--- config.mk ---
export PLATFORM = sky130hd
export DESIGN_NAME = dlbc_ram
export DESIGN_NICKNAME = d
export VERILOG_FILES = /design/src/rtl/dlbc_ram.sv
export SDC_FILE = /design/constraint.sdc
export NUM_CORES = 1
export LEC_CHECK = 0
export ABC_CLOCK_PERIOD_IN_PS = 1740
export BUFFER_PORTS_ARGS = -buffer_cell sky130_fd_sc_hd__clkbuf_2
export CAP_MARGIN = 10
export CELL_PAD_IN_SITES_DETAIL_PLACEMENT = 0
export CELL_PAD_IN_SITES_GLOBAL_PLACEMENT = 1
export CORE_UTILIZATION = 30
export DETAILED_ROUTE_END_ITERATION = 12
export PLACE_DENSITY_LB_ADDON = 0.1
export SYNTH_ARGS = -nofsm -noshare
export SYNTH_HDL_FRONTEND = slang
export SYNTH_SLANG_ARGS = --single-unit
--- constraint.sdc ---
create_clock -name i_clk -period 1.74 [get_ports i_clk]
set_input_delay 0.261 -clock i_clk [delete_from_list [all_inputs] [get_ports i_clk]]
set_output_delay 0.261 -clock i_clk [all_outputs]
set_load 0.1 [all_outputs]
--- src/rtl/dlbc_ram.sv ---
// Simple dual-port synchronous RAM, one write and one registered read port.
// No dependencies.
`default_nettype none

module dlbc_ram #(
    parameter int WIDTH = 8,
    parameter int DEPTH = 16,
    parameter int AW    = $clog2(DEPTH)
) (
    input  wire logic             i_clk,
    input  wire logic             i_wr_en,
    input  wire logic [AW-1:0]    i_wr_addr,
    input  wire logic [WIDTH-1:0] i_wr_data,
    input  wire logic [AW-1:0]    i_rd_addr,
    output logic      [WIDTH-1:0] o_rd_data
);

    logic [WIDTH-1:0] mem [DEPTH];

    // write port
    always_ff @(posedge i_clk) begin
        if (i_wr_en) begin
            mem[i_wr_addr] <= i_wr_data;
        end
    end

    // read port, registered
    always_ff @(posedge i_clk) begin
        o_rd_data <= mem[i_rd_addr];
    end

endmodule

`default_nettype wire

Word level (Yosys, flattened, before mapping):

Memory sizes are Yosys's and may differ from the RTL's. A register that Yosys moved wholly into a read port is not among the register bits.
Cells that the tools add are included.

* register bits after elaboration: 0
* RAM bits: 128
* input bits: 18
* logic and storage cells: 3
* memories: 1

* multiplexer cells: 2

Memories
* mem: depth 16, width 8, rd ports 1, clocked after Yosys merged registers in 1, wr ports 1, RTL line 18 `logic [WIDTH-1:0] mem [DEPTH];`

Operators with widths (count)
* 1-bit two-way mux: 2

Depth between registers and ports, before layout:

Gate-level depths: netlist of the first run.

* word-level depth: 2
* mapped depth: 5

Least setup slack after synthesis of the first run:

OpenSTA, ideal clock, no wires.

* path type: input to register
* start point: input i_wr_addr[2]
* end point: memory mem[0][0] (enable)
* library setup time: 0.383 ns
* data arrival time: 1.371 ns
* required time: 1.357 ns
* setup slack: -0.014 ns
* stages on the path: 2
* path through: or3b_2 -> nor3_1

RTL lines
* start: declaration: RTL line 12 `input wire logic [AW-1:0] i_wr_addr,`
* end: declaration: RTL line 18

Straight into the memory's write port.

Worst setup path in the final report of the first run:

* start point: register o_rd_data[6], read port of mem
* end point: output o_rd_data[6]

RTL lines
* start: declaration: RTL line 15 `output logic [WIDTH-1:0] o_rd_data`

No word-level cell between the ends.

==> run_results.csv, run 1 <==
group,metric,value,unit
synthesis,yosysWarnings,0,
global_route,grt_pass1_wl,15.8,mm
synthesis,yosysSeqAreaShare,0.778,
layout,area_delta_synth_final,20.8,%
routing,wl_met1,4.52,mm
timing,skew,5.98,ps
clock_network,clock_sinks,136,
hold_path,min_path_type,"input port to register",
die,row_count,47,
power,power.density,1220,nW/um^2
clock_network,ctsResizeCount,0,
power,p_leak,2.10,nW
clock_network,tritoncts,"built",
routing,antenna_left,0,
timing,finalCritPeriodShare,0.858,
setup_path,crit_chain,"clkbuf_2",
clock_network,clkTransAtPathRegs,50,ps
clock_network,cts_hold_buf,0,
timing,slew_violations,0,
setup_path,path_depth,1,
synthesis,synth_flop_cell,"edfxtp_1",
routing,met3_length,382,um
clock_network,cts_setup_buffers,0,
die,io_pins,26,
routing,drc,0,
routing,num_vias,2341,
clock_network,root_buffer,"clkbuf_16",
setup_path,endpoint_kind,"output port",
synthesis,netlist-cell-type-count,19,
setup_path,worst_ep_required_time,1480,ps
layout,final_util,0.374,
timing,setup-violations-final,0,
synthesis,synthArstFlopShare,0,
die,die_w,133,um
setup_path,critical_path.top_delay_family,"buffers and inverters",
layout,fillers,1532,
timing,hold_slack,277,ps
power,peakVddDrop,0.635,mV
routing,routed-wl-met2,5.31,mm
setup_path,cp_slowest_stage_delay,470,ps
setup_path,cp_slowest_cell,"clkbuf_2",
timing,max_freq,670,MHz
setup_path,crit_buf_inv,1,
synthesis,netlist_instances,229,
routing,wire_per_inst,20.1,um
global_route,grt_max_degree,33,
clock_network,htreeDepth,4,
setup_path,critPathArrivalTime,1230,ps
synthesis,ys_ff_latch,136,
timing,rsz0062_at_grt,"false",
setup_path,critPathKind,"register to output port",
global_route,overflow,0,
layout,nNetsFinal,301,
clock_network,clockBufferDepth,2,
routing,wl,10.3,mm
synthesis,synth_edf_count,128,
outcome,outcome,"complete, no violations",
global_route,antenna_found_initial,1,
synthesis,avgSynthCellArea,22.5,um^2
clock_network,clkLatencyLatePin,410,ps
global_route,grtUsageTotal,0.130,
die,core_area,16600,um^2
routing,drt_pass1_iterations,4,
routing,drt_iter0_drc,216,
synthesis,netlist_area,5150,um^2
routing,topRoutingLayerUsed,"met5",
run,cap_violations,0,
setup_path,r2r_cells,3,
global_route,grt_pass1_vias,2526,
timing,period_needed,1490,ps
timing,worstMarginPinSlew,772,ps
die,die_h,133,um
placement,hpwl,6.95,mm
clock_network,cts_made_buffers,17,
timing,finalHoldViolCount,0,
die,initial_core_util,0.309,
timing,max-slew-margin-rel,0.483,
setup_path,start_kind,"register",
layout,layout-drive-gt1-share,0.305,
synthesis,synthesis.nets,247,
setup_path,crit_path_max_fanout,1,
die,die-area,17700,um^2
layout,antennaDiodeCount,0,
placement,routabilityCongestion,0.673,
hold_path,whs_path_depth,1,
routing,vias_per_cell,4.55,
placement,portBuffers,25,
## final timing paths
| kind | end | from | slack [ps] |
|---|---|---|---|
| max | o_rd_data[6] | o_rd_data[6] | 250 |
| min | mem[7][7] | i_wr_data[7] | 280 |
| max reg2reg | o_rd_data[3] | mem[0][3] | 330 |
| min reg2reg | o_rd_data[2] | mem[12][2] | 680 |
## sequential cells by signal, summed over array words and instances (netlist names)
| name | count |
|---|---|
| mem | 128 |
| o_rd_data | 8 |
## power breakdown
group / switching, mW / internal (mW)
registers: 0.0212 / 3.67
logic: 0.349 / 0.151
clock network: 1.20 / 2.19
## cell usage in the layout, fill, tap and decap left out
cell         n
mux4_1      14
edfxtp_1   128
mux4_2      18
bufinv_16    1
clkinv_2     1
dfxtp_1      8
clkbuf_8     6
nor3_2       1
nand2_1      9
or3b_2       1
nand3_1      1
clkbuf_1     6
buf_4       17
and2b_1      1
nand3b_1     2
clkbuf_16   17
nor3_1       3
and2_1       1
nor2b_1      1
a22oi_1     16
buf_12       3
clkbuf_2    25
nand2b_1     2
nor2_1      13
## layout make-up
cell class              instances  area, um^2  share of cell area
flip-flops and latches        136        4000               0.644
repair buffers                 45         313              0.0503
multi-input cells              83        1060               0.171
clock buffers                  29         531              0.0853
clock inverters                 2        35.0             0.00563
well taps                     220         275              0.0443
## logic make-up after synthesis
kind of cell,synth area share
buffers and inverters,0.0168
AND/OR/NAND/NOR,0.0318
flip-flops,0.778
multiplexers,0.150
AO/OA/AOI/OAI,0.0233
## per-layer routing
layer | track usage | up-vias
met5 | 0 | -
met4 | 0.0498 | 2
met3 | 0.0433 | 14
met2 | 0.212 | 37
met1 | 0.159 | 1209
li1 | - | 1079
## through the flow
step / area (um^2) / total power [mW] / TNS (ps) / worst slack (ps) / instances
after floorplan: 5150 / 4.09 / 0 / 213 / 229
after global placement: 5650 / 4.27 / -57.8 / -29.7 / 484
after detailed placement: 5650 / 4.27 / -38.2 / -23.1 / 484
after CTS: 6220 / 7.66 / 0 / 198 / 515
after global routing: 6220 / 7.80 / 0 / 189 / 515
final: 6220 / 7.58 / 0 / 247 / 515
## Yosys cell counts (2+ instances only)
library cell | n | area (um^2)
nor3_1 | 4 | 20.0
a22oi_1 | 16 | 120
nand2_1 | 9 | 33.8
nor2_1 | 13 | 48.8
clkdlybuf4s25_2 | 3 | 30.0
edfxtp_1 | 128 | 3840
dfxtp_1 | 8 | 160
mux4_2 | 18 | 405
mux4_1 | 14 | 368
buf_6 | 3 | 33.8
buf_2 | 3 | 15.0
nand3b_1 | 2 | 15.0
nand2b_1 | 2 | 12.5
(Power assumes the default switching activity.)
==> run 2, diff against run 1 <==
--- a/config.mk
+++ b/config.mk
@@ -5,6 +5,7 @@
 export SDC_FILE = /design/constraint.sdc
 export NUM_CORES = 1
 export LEC_CHECK = 0
+export ABC_AREA = 1
 export ABC_CLOCK_PERIOD_IN_PS = 1740
 export BUFFER_PORTS_ARGS = -buffer_cell sky130_fd_sc_hd__clkbuf_2
 export CAP_MARGIN = 10
==> run 2 against run 1 <==
Compared with the run above:
- via count up 59%
- synthesized cell count rose by 140%
- die area increased by 12%
- clock skew is 0.71 ps higher
- combinational power increased by 24%
- sequential power is essentially flat
- worst setup slack worse by 52 ps
- non-clock buffer count is 7 higher
- flip-flop and latch count is the same
- maximum frequency decreased by 3.4%
- sequential share of layout area down 6.8 points
- area after synthesis rose by 12%
- largest cell class unchanged
- largest power group is now the clock network
==> run_results.csv, run 2 <==
group,metric,value,unit
power,p_total,8.46,mW
timing,finalSetupTns,0,ps
placement,routabilityCongestion,0.741,
layout,final_common_cell,"nand2_1",
layout,layout-drive-gt1-share,0.136,
layout,layout_common_cells,"173 x nand2_1, 128 x edfxtp_1, 100 x inv_1",
synthesis,synthArstFlopShare,0,
placement,hpwl,9.22,mm
synthesis,netlist-cell-type-count,12,
clock_network,tritoncts,"built",
routing,wl,14.3,mm
synthesis,ys_top_cells_by_count,"173 x nand2_1, 128 x edfxtp_1, 100 x inv_1",
routing,antenna_left,0,
placement,place_area,6270,um^2
synthesis,yosysWarnings,0,
clock_network,clockBufferDepth,2,
setup_path,critPathKind,"register to output port",
layout,fin_cells,845,
routing,drt_pass1_iterations,4,
setup_path,crit_chain,"clkbuf_2",
clock_network,clkLatencyLatePin,420,ps
die,core_area,18800,um^2
setup_path,endpoint_kind,"output port",
setup_path,worst_ep_required_time,1480,ps
timing,period_needed,1540,ps
layout,antennaDiodeCount,0,
clock_network,ctsResizeCount,0,
setup_path,start_kind,"register",
die,initial_core_util,0.307,
setup_path,r2r_end,"o_rd_data[7]",
global_route,overflow,0,
synthesis,synth.most_common_cell,"nand2_1",
setup_path,critical_path.top_delay_family,"buffers and inverters",
power,peakVddDrop,0.652,mV
placement,placed_cells,813,
die,die-area,19800,um^2
run,cap_violations,0,
setup_path,cp_slowest_stage_delay,490,ps
setup_path,cp_slowest_cell,"clkbuf_2",
layout,final_cell_area,6950,um^2
timing,setup-violations-final,0,
synthesis,synthesis.nets,569,
global_route,grt_max_degree,38,
routing,drt_iter0_drc,229,
routing,vias_per_cell,4.41,
synthesis,synth_area_leaders,"edfxtp_1 67%, nand2_1 11%, nand3_1 8.4%, inv_1 6.5%, dfxtp_1 2.8%",
power,p_leak,3.00,nW
layout,top_regs,"mem (128), o_rd_data (8)",
die,die_w,141,um
die,io_pins,26,
synthesis,synth_top_area_frac,0.667,
hold_path,hold_start,"i_rd_addr[3]",
hold_path,whs_path_depth,3,
synthesis,netlist_area,5770,um^2
power,power.density,1220,nW/um^2
timing,skew,6.69,ps
timing,max-slew-margin-rel,0.597,
die,die_h,141,um
clock_network,root_buffer,"clkbuf_16",
timing,max_freq,647,MHz
global_route,grt_pass1_vias,3822,
timing,finalHoldViolCount,0,
timing,hold_slack,287,ps
global_route,antenna_found_initial,0,
layout,largest_reg_flops,128,
setup_path,crit_path_max_fanout,1,
clock_network,cts_setup_buffers,0,
layout,regMostFlops,"mem",
hold_path,min_to,"o_rd_data[6]",
setup_path,r2r-start,"mem[13][7]",
clock_network,htreeDepth,4,
setup_path,reg2reg_slack,710,ps
setup_path,critPathLaunch,"o_rd_data[4]",
hold_path,min_path_type,"input port to register",
setup_path,r2r_cells,6,
synthesis,ys_ff_latch,136,
layout,nNetsFinal,616,
synthesis,netlist_instances,551,
synthesis,synth_edf_count,128,
clock_network,clock_sinks,136,
synthesis,synth_flop_cell,"edfxtp_1",
layout,area_delta_synth_final,20.5,%
synthesis,yosysTopAreaCell,"edfxtp_1",
timing,rsz0062_at_grt,"false",
timing,finalCritPeriodShare,0.888,
global_route,grt_pass1_wl,22.6,mm
placement,portBuffers,25,
clock_network,cts_made_buffers,17,
outcome,outcome,"complete, no violations",
setup_path,critPathArrivalTime,1280,ps
timing,slew_violations,0,
routing,wire_per_inst,16.9,um
clock_network,clkTransAtPathRegs,60,ps
die,row_count,50,
clock_network,cts_hold_buf,0,
layout,fillers,1860,
global_route,grtUsageTotal,0.159,
timing,worstMarginPinSlew,604,ps
setup_path,crit_buf_inv,1,
synthesis,avgSynthCellArea,10.5,um^2
synthesis,yosysSeqAreaShare,0.694,
routing,num_vias,3723,
routing,drc,0,
## run 2: tightest hold or removal path, cell delays in order
cell	delay, ps
clkbuf_2	210
nand3_1	140
nand2_1	40
## run 2: final cells by class
cell class / count / area, um^2 / share of cell area
flip-flops and latches: 136 / 4000 / 0.576
multi-input cells: 289 / 1210 / 0.175
inverters: 102 / 383 / 0.0551
clock buffers: 17 / 425 / 0.0612
well taps: 234 / 293 / 0.0421
clock inverters: 15 / 255 / 0.0367
repair buffers: 52 / 378 / 0.0544
## run 2: how the worst max path moves through the flow
stage | to | cells past startpoint | slack [ps]
floorplan | mem[10][0] | 2 | 530
detailed placement | o_rd_data[0] | 6 | 200
finish | o_rd_data[4] | 1 | 200
CTS | o_rd_data[4] | 1 | 160
global route | o_rd_data[4] | 1 | 150
global placement | o_rd_data[0] | 6 | 180
## run 2: report_power, final
part	switching [mW]	internal, mW	total [mW]	leakage [nW]
registers	0.0215	3.66	3.68	1.22
logic	0.472	0.147	0.619	1.45
clock network	1.35	2.81	4.16	0.325
## run 2: cell families after synthesis
family | Yosys count | share of synthesized area
flip-flops | 136 | 0.694
AND/OR/NAND/NOR | 289 | 0.210
buffers and inverters | 126 | 0.0952
## run 2: routing by layer
layer,part of all wire,track usage,routed length (um),up-vias
met4,0.019,0.0652,269,0
met5,0,0,0,-
li1,-,-,-,1868
met2,0.48,0.258,6800,66
met1,0.47,0.207,6680,1770
met3,0.037,0.0326,524,19
## run 2: stage by stage
stage               worst slack (ps)  utilization
floorplan                        528            -
global placement                 178        0.334
detailed placement               200        0.334
CTS                              155        0.370
global route                     152        0.370
finish                           195        0.370
