===== src/rtl/dlbc_pkg.sv =====
// Shared types and constants for the degree-limited bipartite check unit.
// No dependencies.
`default_nettype none

package dlbc_pkg;

    // Width of an endpoint field on the input channel
    localparam int C_END_W     = 10;
    // Default node capacity
    localparam int C_MAX_NODES = 1024;
    // Color code of a node not reached yet
    localparam logic [1:0] C_UNCOLOURED = 2'd3;

    // Reason for a negative answer
    typedef enum logic [1:0] {
        CAUSE_NONE   = 2'd0,
        CAUSE_DEGREE = 2'd1,
        CAUSE_ODD    = 2'd2,
        CAUSE_RANGE  = 2'd3
    } t_cause;

    // Answer for one edge set
    typedef struct packed {
        logic   splittable;
        t_cause cause;
    } t_result;

endpackage

`default_nettype wire


===== src/rtl/dlbc_ctrl.sv =====
// Sequencer: edge loading by read-modify-write of the node RAM, decision,
// breadth-first two-coloring walk and clearing pass. Depends on dlbc_pkg.
`default_nettype none

module dlbc_ctrl #(
    parameter int MAX_NODES = dlbc_pkg::C_MAX_NODES,
    parameter int IW        = $clog2(MAX_NODES),
    parameter int CW        = $clog2(MAX_NODES + 1),
    parameter int EW        = 2 * IW + 4
) (
    input  wire logic                          i_clk,
    input  wire logic                          i_rst_n,
    // edge requests
    input  wire logic                          i_in_valid,
    output logic                               o_in_ready,
    input  wire logic [dlbc_pkg::C_END_W-1:0]  i_end_a,
    input  wire logic [dlbc_pkg::C_END_W-1:0]  i_end_b,
    input  wire logic                          i_last,
    // answer hand-off
    input  wire logic                          i_out_busy,
    output logic                               o_done,
    output dlbc_pkg::t_result                  o_result,
    // node RAM: {nbr1, nbr0, color, degree}
    output logic                               o_nd_wr_en,
    output logic [IW-1:0]                      o_nd_wr_addr,
    output logic [EW-1:0]                      o_nd_wr_data,
    output logic [IW-1:0]                      o_nd_rd_addr,
    input  wire logic [EW-1:0]                 i_nd_rd_data,
    // visit queue RAM
    output logic                               o_q_wr_en,
    output logic [IW-1:0]                      o_q_wr_addr,
    output logic [IW-1:0]                      o_q_wr_data,
    output logic [IW-1:0]                      o_q_rd_addr,
    input  wire logic [IW-1:0]                 i_q_rd_data
);

    import dlbc_pkg::*;

    typedef enum logic [3:0] {
        S_CLEAR, S_IDLE, S_LDA, S_LDB, S_DECIDE, S_SRC_RD, S_SRC_CHK,
        S_Q_RD, S_Q_WAIT, S_U_CHK, S_V_RD, S_V_CHK, S_FIN
    } t_state;

    t_state          r_state, n_state;
    logic [IW-1:0]   r_a, n_a, r_b, n_b;
    logic            r_last, n_last;
    logic [CW-1:0]   r_edge_total, n_edge_total;
    logic [IW-1:0]   r_high, n_high;
    logic            r_over, n_over, r_range, n_range;
    logic [CW-1:0]   r_src, n_src, r_head, n_head, r_tail, n_tail;
    logic [1:0]      r_ucol, n_ucol, r_udeg, n_udeg, r_k, n_k;
    logic [IW-1:0]   r_n0, n_n0, r_n1, n_n1, r_v, n_v;
    logic [IW-1:0]   r_clr, n_clr, r_clr_end, n_clr_end;
    t_cause          r_cause, n_cause;
    logic            r_done, n_done;
    t_result         r_res, n_res;

    // endpoint resized to node index width
    function automatic logic [IW-1:0] f_idx(input logic [C_END_W-1:0] e);
        logic [IW-1:0] r;
        r = '0;
        for (int i = 0; i < IW; i++) begin
            r[i] = (i < C_END_W) ? e[i] : 1'b0;
        end
        return r;
    endfunction

    // append one neighbor; degree saturates at three
    function automatic logic [EW-1:0] f_add(input logic [EW-1:0] e,
                                           input logic [IW-1:0] o);
        logic [EW-1:0] r;
        r = e;
        if (e[1:0] == 2'd0) begin
            r[IW+3:4] = o;
        end else if (e[1:0] == 2'd1) begin
            r[2*IW+3:IW+4] = o;
        end
        if (e[1:0] != 2'd3) begin
            r[1:0] = e[1:0] + 2'd1;
        end
        return r;
    endfunction

    function automatic logic [EW-1:0] f_set_col(input logic [EW-1:0] e,
                                               input logic [1:0] c);
        logic [EW-1:0] r;
        r = e;
        r[3:2] = c;
        return r;
    endfunction

    logic          w_accept;
    logic          w_ok;
    logic [IW-1:0] w_ia, w_ib;
    logic [EW-1:0] w_e1, w_e2;
    logic [CW-1:0] w_src_nx;
    logic [CW-1:0] w_last_node;

    assign o_in_ready = (r_state == S_IDLE);
    assign w_accept   = i_in_valid && o_in_ready;
    assign w_ia       = f_idx(i_end_a);
    assign w_ib       = f_idx(i_end_b);
    assign w_ok       = (32'(r_edge_total) < MAX_NODES) && (32'(i_end_a) < MAX_NODES)
                        && (32'(i_end_b) < MAX_NODES);
    assign w_src_nx   = r_src + 1'b1;
    // last node of the set; the walk may color nodes up to here
    assign w_last_node = r_edge_total - 1'b1;

    // next-state and RAM port logic
    always_comb begin
        n_state = r_state;   n_a = r_a;         n_b = r_b;       n_last = r_last;
        n_edge_total = r_edge_total;            n_high = r_high;
        n_over = r_over;     n_range = r_range; n_src = r_src;
        n_head = r_head;     n_tail = r_tail;   n_ucol = r_ucol; n_udeg = r_udeg;
        n_k = r_k;           n_n0 = r_n0;       n_n1 = r_n1;     n_v = r_v;
        n_clr = r_clr;       n_clr_end = r_clr_end;
        n_cause = r_cause;   n_done = 1'b0;     n_res = r_res;
        o_nd_wr_en = 1'b0;   o_nd_wr_addr = '0; o_nd_wr_data = '0; o_nd_rd_addr = '0;
        o_q_wr_en = 1'b0;    o_q_wr_addr = '0;  o_q_wr_data = '0;  o_q_rd_addr = '0;
        w_e1 = f_add(i_nd_rd_data, r_b);
        w_e2 = f_add(w_e1, r_b);

        unique case (r_state)
            // reset every node up to the clear limit
            S_CLEAR: begin
                o_nd_wr_en   = 1'b1;
                o_nd_wr_addr = r_clr;
                o_nd_wr_data = f_set_col('0, C_UNCOLOURED);
                n_clr        = r_clr + 1'b1;
                if (r_clr == r_clr_end) begin
                    n_state = S_IDLE;
                end
            end
            // take an edge request; an in-range one starts reading endpoint a, an out-of-range one sets the range flag
            S_IDLE: begin
                if (w_accept) begin
                    n_last = i_last;
                    if (w_ok) begin
                        n_edge_total = r_edge_total + 1'b1;
                        n_a          = w_ia;
                        n_b          = w_ib;
                        if (w_ia > r_high && w_ia >= w_ib) begin
                            n_high = w_ia;
                        end else if (w_ib > r_high) begin
                            n_high = w_ib;
                        end
                        o_nd_rd_addr = w_ia;
                        n_state      = S_LDA;
                    end else begin
                        n_range = 1'b1;
                        n_state = i_last ? S_DECIDE : S_IDLE;
                    end
                end
            end
            // update a; a self-loop adds the node twice
            S_LDA: begin
                o_nd_wr_en   = 1'b1;
                o_nd_wr_addr = r_a;
                if (r_a == r_b) begin
                    o_nd_wr_data = w_e2;
                    if (w_e2[1:0] == 2'd3) begin
                        n_over = 1'b1;
                    end
                    n_state = r_last ? S_DECIDE : S_IDLE;
                end else begin
                    o_nd_wr_data = w_e1;
                    if (w_e1[1:0] == 2'd3) begin
                        n_over = 1'b1;
                    end
                    o_nd_rd_addr = r_b;
                    n_state      = S_LDB;
                end
            end
            S_LDB: begin
                o_nd_wr_en   = 1'b1;
                o_nd_wr_addr = r_b;
                o_nd_wr_data = f_add(i_nd_rd_data, r_a);
                if (o_nd_wr_data[1:0] == 2'd3) begin
                    n_over = 1'b1;
                end
                n_state = r_last ? S_DECIDE : S_IDLE;
            end
            // range before degree before odd cycle
            S_DECIDE: begin
                if (r_range || (32'(r_high) >= 32'(r_edge_total))) begin
                    n_cause = CAUSE_RANGE;
                    n_state = S_FIN;
                end else if (r_over) begin
                    n_cause = CAUSE_DEGREE;
                    n_state = S_FIN;
                end else begin
                    n_src   = '0;
                    n_state = S_SRC_RD;
                end
            end
            S_SRC_RD: begin
                o_nd_rd_addr = r_src[IW-1:0];
                n_state      = S_SRC_CHK;
            end
            // uncolored source starts a new component
            S_SRC_CHK: begin
                if (i_nd_rd_data[3:2] != C_UNCOLOURED) begin
                    n_src = w_src_nx;
                    if (w_src_nx == r_edge_total) begin
                        n_cause = CAUSE_NONE;
                        n_state = S_FIN;
                    end else begin
                        n_state = S_SRC_RD;
                    end
                end else begin
                    o_nd_wr_en   = 1'b1;
                    o_nd_wr_addr = r_src[IW-1:0];
                    o_nd_wr_data = f_set_col(i_nd_rd_data, 2'd0);
                    o_q_wr_en    = 1'b1;
                    o_q_wr_addr  = '0;
                    o_q_wr_data  = r_src[IW-1:0];
                    n_head       = '0;
                    n_tail       = CW'(1);
                    n_state      = S_Q_RD;
                end
            end
            // pop next node or move to next source
            S_Q_RD: begin
                if (r_head == r_tail) begin
                    n_src = w_src_nx;
                    if (w_src_nx == r_edge_total) begin
                        n_cause = CAUSE_NONE;
                        n_state = S_FIN;
                    end else begin
                        n_state = S_SRC_RD;
                    end
                end else begin
                    o_q_rd_addr = r_head[IW-1:0];
                    n_head      = r_head + 1'b1;
                    n_state     = S_Q_WAIT;
                end
            end
            S_Q_WAIT: begin
                o_nd_rd_addr = i_q_rd_data;
                n_state      = S_U_CHK;
            end
            S_U_CHK: begin
                n_udeg  = i_nd_rd_data[1:0];
                n_ucol  = i_nd_rd_data[3:2];
                n_n0    = i_nd_rd_data[IW+3:4];
                n_n1    = i_nd_rd_data[2*IW+3:IW+4];
                n_k     = '0;
                n_state = S_V_RD;
            end
            S_V_RD: begin
                if (r_k < r_udeg) begin
                    n_v          = r_k[0] ? r_n1 : r_n0;
                    o_nd_rd_addr = n_v;
                    n_state      = S_V_CHK;
                end else begin
                    n_state = S_Q_RD;
                end
            end
            // color and enqueue a fresh neighbor, or detect a conflict
            S_V_CHK: begin
                n_k     = r_k + 2'd1;
                n_state = S_V_RD;
                if (i_nd_rd_data[3:2] == C_UNCOLOURED) begin
                    o_nd_wr_en   = 1'b1;
                    o_nd_wr_addr = r_v;
                    o_nd_wr_data = f_set_col(i_nd_rd_data, r_ucol ^ 2'd1);
                    if (32'(r_tail) < MAX_NODES) begin
                        o_q_wr_en   = 1'b1;
                        o_q_wr_addr = r_tail[IW-1:0];
                        o_q_wr_data = r_v;
                        n_tail      = r_tail + 1'b1;
                    end
                end else if (i_nd_rd_data[3:2] == r_ucol) begin
                    n_cause = CAUSE_ODD;
                    n_state = S_FIN;
                end
            end
            // hand off answer, then clear every touched or colored node
            S_FIN: begin
                if (!i_out_busy) begin
                    n_done           = 1'b1;
                    n_res.splittable = (r_cause == CAUSE_NONE);
                    n_res.cause      = r_cause;
                    n_clr            = '0;
                    if ((r_edge_total != '0) && (w_last_node[IW-1:0] > r_high)) begin
                        n_clr_end = w_last_node[IW-1:0];
                    end else begin
                        n_clr_end = r_high;
                    end
                    n_edge_total     = '0;
                    n_high           = '0;
                    n_over           = 1'b0;
                    n_range          = 1'b0;
                    n_state          = S_CLEAR;
                end
            end
            default: n_state = S_CLEAR;
        endcase
    end

    // state and registered outputs
    always_ff @(posedge i_clk) begin
        if (!i_rst_n) begin
            r_state      <= S_CLEAR;
            r_clr        <= '0;
            r_clr_end    <= IW'(MAX_NODES - 1);
            r_edge_total <= '0;
            r_high       <= '0;
            r_over       <= 1'b0;
            r_range      <= 1'b0;
            r_done       <= 1'b0;
        end else begin
            r_state      <= n_state;
            r_clr        <= n_clr;
            r_clr_end    <= n_clr_end;
            r_edge_total <= n_edge_total;
            r_high       <= n_high;
            r_over       <= n_over;
            r_range      <= n_range;
            r_done       <= n_done;
        end
        r_a <= n_a;         r_b <= n_b;         r_last <= n_last;
        r_src <= n_src;     r_head <= n_head;   r_tail <= n_tail;
        r_ucol <= n_ucol;   r_udeg <= n_udeg;   r_k <= n_k;
        r_n0 <= n_n0;       r_n1 <= n_n1;       r_v <= n_v;
        r_cause <= n_cause; r_res <= n_res;
    end

    assign o_done   = r_done;
    assign o_result = r_res;

endmodule

`default_nettype wire


===== config.mk =====
export PLATFORM = sky130hd
export DESIGN_NAME = dlbc_ctrl
export DESIGN_NICKNAME = d
export VERILOG_FILES = /design/src/rtl/dlbc_pkg.sv /design/src/rtl/dlbc_ctrl.sv
export SDC_FILE = /design/constraint.sdc
export NUM_CORES = 1
export LEC_CHECK = 0
export ABC_AREA = 1
export CELL_PAD_IN_SITES_DETAIL_PLACEMENT = 1
export CELL_PAD_IN_SITES_GLOBAL_PLACEMENT = 2
export CORE_MARGIN = 2
export CORE_UTILIZATION = 37
export CTS_BUF_LIST = sky130_fd_sc_hd__clkbuf_16
export CTS_CLUSTER_DIAMETER = 80
export DETAILED_ROUTE_END_ITERATION = 12
export DONT_BUFFER_PORTS = 1
export HOLD_SLACK_MARGIN = 0.08
export PLACE_DENSITY_LB_ADDON = 0.12
export SLEW_MARGIN = 20
export SYNTH_ARGS = -nofsm -noshare
export SYNTH_HDL_FRONTEND = slang
export SYNTH_SLANG_ARGS = --single-unit

===== constraint.sdc =====
create_clock -name i_clk -period 3.5 [get_ports i_clk]
set_input_delay 0 -clock i_clk [delete_from_list [all_inputs] [get_ports i_clk]]
set_output_delay 0 -clock i_clk [all_outputs]
set_load 0.1 [all_outputs]

# Word level (Yosys, flattened, before mapping)
# Cells that the tools add are included.
# word_totals
reg_bits	143
in_bits	59
out_inout_bits	81
wordCells	219
# op_classes
addsub	9
order_cmp	8
n_eq_ne	46
mux	98
bitwise_logic	2
n_reduce_logical	33
# ops
operator	n
$mux W10	29
$mux W11	12
$pmux W24 S5	1
$pmux W10 S5	2
$mux W24	3
$pmux W11 S2	3
$pmux W10 S2	3
$pmux W4 S13	1
$add A11 B1 Y11 const B	4
$mux W4	9
$ne A2 B2 Y1 const B	17
$pmux W11 S3	1
$gt A10 B10 Y1	3
$eq A11 B11 Y1	2
$lt A11 B11 Y1 const B	2
$eq A10 B10 Y1	2
$eq A4 B4 Y1 const B	5
$mux W2	10
$mux W3	6
$eq A4 B3 Y1 const B	4
$reduce_and A5 Y1	3
$mux W1	12
$reduce_and A4 Y1	3
$ge A10 B11 Y1	1
30 further kinds	58

# Depth between registers and ports, before layout
# logic_depth
depth_word	8
ltp_mapped	17
depth_no_buf	16

# Worst setup path before layout
# OpenSTA, ideal clock, no wires.
# synth_timing
path_type	reg2out
from	register r_b[3]
to	output port o_nd_wr_data[19]
arrival_ps	3461
required_time_ps	3500
setup_slack_ps	39
path_stages_with_launch	12
n_path_buf	0
cell_sequence	edfxtp_1 -> inv_1 -> nor2_1 -> nor3_1 -> nand2_1 -> nor2_1 -> nand2_1 -> inv_1 -> nand2_1 -> nand2_2 -> o21ai_0 -> o21ai_0
# synth_between
elab_chain_len	3
# synth_lines
element	line	rtl
start, declared	dlbc_ctrl.sv:45	logic [IW-1:0] r_a, n_a, r_b, n_b;
start signal, assigned	dlbc_ctrl.sv:322	r_a <= n_a; r_b <= n_b; r_last <= n_last;
$eq A10 B10 Y1	dlbc_ctrl.sv:159	if (r_a == r_b) begin
$mux W24	dlbc_ctrl.sv:159	
$pmux W24 S5	dlbc_ctrl.sv:123	unique case (r_state)
end, declared	dlbc_ctrl.sv:26	output logic [EW-1:0] o_nd_wr_data,
# Every way passes these cells.

# Worst setup path after layout
# layout_timing
from	register r_edge_total[0]
to	register r_clr_end[3]
# layout_between
elab_chain_len	4
elab_cells_between_ends	5
cone_classes	1 x add/sub; 1 x order compare; 1 x mux; 2 x reduce/logical
# layout_lines
element	line	rtl
start, declared	dlbc_ctrl.sv:47	logic [CW-1:0] r_edge_total, n_edge_total;
start signal, assigned	dlbc_ctrl.sv:316	r_edge_total <= n_edge_total;
$sub A10 B1 Y10	dlbc_ctrl.sv:107	assign w_last_node = r_edge_total - 1'b1;
$gt A10 B10 Y1	dlbc_ctrl.sv:285	if ((r_edge_total != '0) && (w_last_node[IW-1:0] > r_high)) begin
$logic_and A1 B1 Y1	dlbc_ctrl.sv:285	
$mux W10 *	dlbc_ctrl.sv:285	
end signal, assigned	dlbc_ctrl.sv:306	r_clr_end <= IW'(MAX_NODES - 1);
end signal, assigned	dlbc_ctrl.sv:315	r_clr_end <= n_clr_end;
end, declared	dlbc_ctrl.sv:53	logic [IW-1:0] r_clr, n_clr, r_clr_end, n_clr_end;
# Every way passes the cells marked *; elsewhere a longest branch is shown, timed or not.
# A chain may end at the register's enable or synchronous reset.

==> flow_metrics.py <==
metrics = {
    "clock_network": {
        "cts_tree": "done",
        "root_buffer": "sky130_fd_sc_hd__clkbuf_16",
        "postCtsResizedCells": 0,
        "clkLatencyLatePin_ps": 440,
        "h-tree-depth": 4,
        "cts.path.max_buffers": 2,
        "cts_made_buffers": 17,
        "path_clk_slew_ps": 70,
        "cts_num_sinks": 143,
    },
    "sta": {
        "max-slew-margin-rel": 0.231,
        "fin_setup_tns_ps": 0,
        "rsz0062_at_grt": "false",
        "finalCriticalPeriod_ps": 3130,
        "timing.final.max_slew_violations": 0,
        "min_period_over_period": 0.895,
        "transition_time_of_the_tightest_slew_check_pin_ps": 1150,
        "final.setup_skew_ps": 15.0,
        "final-setup-viol-count": 0,
        "max_freq_ghz": 0.319,
        "hold-worst-slack_ps": 137,
        "timing_hold_violations_final": 0,
    },
    "synth": {
        "syn-mean-instance-area_um2": 7.50,
        "synth_top_cells_by_area": "sky130_fd_sc_hd__edfxtp_1 (29%), sky130_fd_sc_hd__nand2_1 (10%), sky130_fd_sc_hd__dfxtp_1 (9.9%), sky130_fd_sc_hd__ha_1 (7.3%), sky130_fd_sc_hd__nor2_1 (6.9%)",
        "post-synth-top-area-fraction": 0.293,
        "yosys.area_share.adder": 0.0732,
        "post_synth_num_cell_types": 49,
        "synth-seq-area-share": 0.391,
        "post-synth-top-area-cell": "sky130_fd_sc_hd__edfxtp_1",
        "yosys.area_share.simple": 0.279,
        "synth-seq-cells": 143,
        "syn_area_um2": 9740,
        "synthesis.instances": 1300,
        "mappedNetlistNets": 1416,
        "synth_top_family_by_area": "simple AND/OR/NAND/NOR gates",
        "synth-compound-area-share": 0.140,
        "yosysWarnings": 0,
        "post_synth_mux_area_share": 0,
        "post_synth_xor_area_fraction": 0.0324,
    },
    "power": {
        "switching_power_uw": 923,
        "power.internal_mw": 3.07,
        "ir_drop_mv": 0.179,
        "pwr_density_cell_nw_per_um2": 326,
        "sw_frac_of_total": 0.231,
        "comb_power_share": 0.059,
        "cellLeakagePower_nw": 5.19,
        "power_frac_seq": 0.449,
        "p_clk_frac": 0.493,
    },
    "setup_path": {
        "worst-endpoint-required_ps": 3880,
        "setup.worst_path.start_class": "flip-flop",
        "crit_chain": "inv_1 -> ha_1 -> nand4_1 -> nor3_1 -> xor2_1 -> inv_1 -> ha_1 -> nand2_1 -> o41ai_1 -> inv_1 -> nand2_1 -> inv_2 -> nand2_1 -> nand3_1 -> nand2_1",
        "r2r_end": "r_clr_end[3]$_SDFFE_PN1P_",
        "worstSetupEndpointType": "flip-flop",
        "cp_data_arrival_time_ps": 3510,
        "cp_max_fo": 11,
        "timing.critical_path.mode_cell": "sky130_fd_sc_hd__nand2_1",
        "timing.reg2reg.setup_slack_ps": 370,
        "worst_path_max_delay_cell": "sky130_fd_sc_hd__dfxtp_1",
        "timing.critical_path.from": "r_edge_total[0]$_SDFFE_PN0P_",
        "rr_worst_depth": 15,
        "critical_path.endpoint": "r_clr_end[3]$_SDFFE_PN1P_",
        "worstSetupPathType": "reg2reg",
        "max_stage_delay_ps": 380,
        "r2r-start": "r_edge_total[0]$_SDFFE_PN0P_",
    },
    "finish": {
        "fill_count": 3205,
        "syn2layout_area_growth_pct": 25.7,
        "drive_above_1_share": 0.150,
        "finish.net_count": 1547,
        "final_core_utilization": 0.471,
    },
    "drt": {
        "vias": 9738,
        "detail_route.iter0.violations": 848,
        "antenna_left": 0,
        "routed_via_density": 5.47,
        "firstDrtPassIters": 7,
        "drc_errors": 0,
        "routed_wl_um": 38200,
        "wl_per_cell_um": 21.5,
    },
    "worst_hold_path": {
        "hp-class": "in2reg",
    },
    "floorplanning": {
        "top_level_ports": 140,
        "die_height_um": 166,
        "fp-row-count": 59,
        "effective_utilization_at_floorplan": 0.375,
        "die-width_um": 166,
        "die_area_um2": 27700,
        "core_area_um2": 26000,
    },
    "global_routing": {
        "global_route_wire_length_before_repair_um": 58600,
        "initial_antenna_violation_count": 1,
        "global_route.overflow_total": 0,
        "grt_pass1_vias": 9956,
        "grt.total_usage": 0.275,
        "largest_net_degree_at_the_start_of_global_routing": 27,
    },
    "placed_design": {
        "place_congestion": 0.898,
        "io_buffers": 0,
        "hpwl_um": 29700,
    },
    "run_status": {
        "run_status": "complete, no violations",
    },
    "flow_run": {
        "drv_cap": 0,
    },
}
==> cell usage in the layout, fill, tap and decap left out, types with 7 or more instances in the layout <==
cell type,instances
sky130_fd_sc_hd__a21oi_1,92
sky130_fd_sc_hd__a221oi_1,12
sky130_fd_sc_hd__a22oi_1,9
sky130_fd_sc_hd__buf_16,7
sky130_fd_sc_hd__buf_4,82
sky130_fd_sc_hd__clkbuf_16,21
sky130_fd_sc_hd__clkinv_1,8
sky130_fd_sc_hd__dfxtp_1,48
sky130_fd_sc_hd__dlygate4sd3_1,48
sky130_fd_sc_hd__edfxtp_1,95
sky130_fd_sc_hd__ha_1,57
sky130_fd_sc_hd__inv_1,172
sky130_fd_sc_hd__inv_2,10
sky130_fd_sc_hd__nand2_1,269
sky130_fd_sc_hd__nand3_1,85
sky130_fd_sc_hd__nand4_1,16
sky130_fd_sc_hd__nor2_1,156
sky130_fd_sc_hd__nor2_2,29
sky130_fd_sc_hd__nor3_1,29
sky130_fd_sc_hd__o211ai_1,14
sky130_fd_sc_hd__o21ai_0,38
sky130_fd_sc_hd__o21ai_2,18
sky130_fd_sc_hd__o22ai_1,8
sky130_fd_sc_hd__xnor2_1,18
sky130_fd_sc_hd__xor2_1,18
==> stage by stage <==
| step | instances | area, um2 | power [mW] | worst slack (ps) |
|---|---|---|---|---|
| final | 1780 | 12300 | 4.00 | 368 |
| after global routing | 1779 | 12200 | 4.11 | 9.94 |
| after global placement | 1699 | 11100 | 2.00 | 495 |
| after floorplan | 1300 | 9740 | 1.95 | 38.6 |
| after CTS | 1779 | 12200 | 4.01 | 357 |
| after detailed placement | 1699 | 11100 | 2.01 | 381 |
==> routing by layer <==
layer | up-vias | share of wire | global-route usage
met5 | - | 0 | 0
met3 | 49 | 0.051 | 0.0393
met1 | 4752 | 0.45 | 0.373
met4 | 0 | 0.029 | 0.0956
li1 | 4630 | - | -
met2 | 307 | 0.47 | 0.451
==> critical path, delay by kind of cell (launching register included) <==
| kind | cells | cell delay (ps) |
|---|---|---|
| and+or+nand+nor | 7 | 1110 |
| buffers and inverters | 4 | 520 |
| adders and majority gates | 2 | 520 |
| DFF | 1 | 380 |
| AOI/OAI and AO/OA | 1 | 310 |
| xor gates and xnor gates | 1 | 230 |
==> cells by family (layout without fill, tap and decap cells) <==
logic type,Yosys count,after routing
fa+ha+maj,57,57
other cells,0,1
buf+inv,217,361
simple gates,619,619
xor+xnor,36,36
compound gates,228,228
flops,143,143
==> sequential cells by signal, summed over array words and instances, names as in the netlist, 3 cells and up <==
name          count
o_result          3
r_a              10
r_b              10
r_clr            10
r_clr_end        10
r_edge_total     11
r_head           11
r_high           10
r_n0             10
r_n1             10
r_src            11
r_state           4
r_tail           11
r_v              10
==> synth_stat cells, drive strengths merged <==
| master | n |
|---|---|
| a221oi | 12 |
| o2111ai | 4 |
| a221o | 1 |
| o22ai | 9 |
| and2 | 1 |
| o21bai | 2 |
| nor2 | 192 |
| o221ai | 3 |
| nand2 | 280 |
| nand3 | 88 |
| a32oi | 5 |
| xnor2 | 18 |
| xor2 | 18 |
| dfxtp | 48 |
| clkinv | 7 |
| edfxtp | 95 |
| nor3b | 4 |
| nor3 | 32 |
| clkbuf | 20 |
| a21o | 1 |
| buf | 9 |
| inv | 181 |
| o21ai | 59 |
| a211o | 1 |
| a31o | 2 |
| a22oi | 9 |
| a21oi | 94 |
| o211ai | 14 |
| nor4 | 3 |
| a211oi | 5 |
| a21boi | 2 |
| nand3b | 1 |
| o21a | 4 |
| nand4 | 16 |
| o41ai | 1 |
| ha | 57 |
| and3 | 2 |
==> timing repair <==
action / 4_1_cts / 5_1_grt
buffers inserted: 0 / 0
hold buffers: 48 / 0
endpoints found under the setup margin: 0 / 0
hold endpoints to repair: 83 / 0
==> worst min path at each step <==
| stage | startpoint | end | slack (ps) | cells after the start |
|---|---|---|---|---|
| 2_1_floorplan | i_end_a[0] | r_a[0]$_DFFE_PP_ | 100 | 0 |
| 3_3_place_gp | i_nd_rd_data[6] | r_n0[2]$_DFFE_PP_ | 100 | 0 |
| 3_5_place_dp | i_nd_rd_data[6] | r_n0[2]$_DFFE_PP_ | 100 | 0 |
| 4_1_cts | i_nd_rd_data[2] | r_state[1]$_SDFFE_PN0P_ | 120 | 6 |
| 5_1_grt | i_nd_rd_data[3] | r_state[3]$_SDFFE_PN0P_ | 170 | 5 |
| 6_report | i_nd_rd_data[1] | r_over$_SDFFE_PN0P_ | 140 | 5 |
==> final cells by class <==
class	instances	area, um2	share of cell area
well taps	335	419	0.0342
flip-flops and latches	143	3810	0.311
multi-input cells	940	5300	0.433
clock buffers	17	425	0.0347
diodes	1	2.50	0.000204
inverters	188	706	0.0576
clock inverters	15	195	0.0159
repair buffers	141	1390	0.113
==> power by group through the flow <==
stage	clock network [mW]	logic, mW	registers [mW]
floorplan	0	0.123	1.83
global placement	0	0.171	1.83
detailed placement	0	0.177	1.83
CTS	1.99	0.233	1.79
global route	2.06	0.256	1.79
finish	1.97	0.234	1.79
Power figures use the tool's default switching activity.
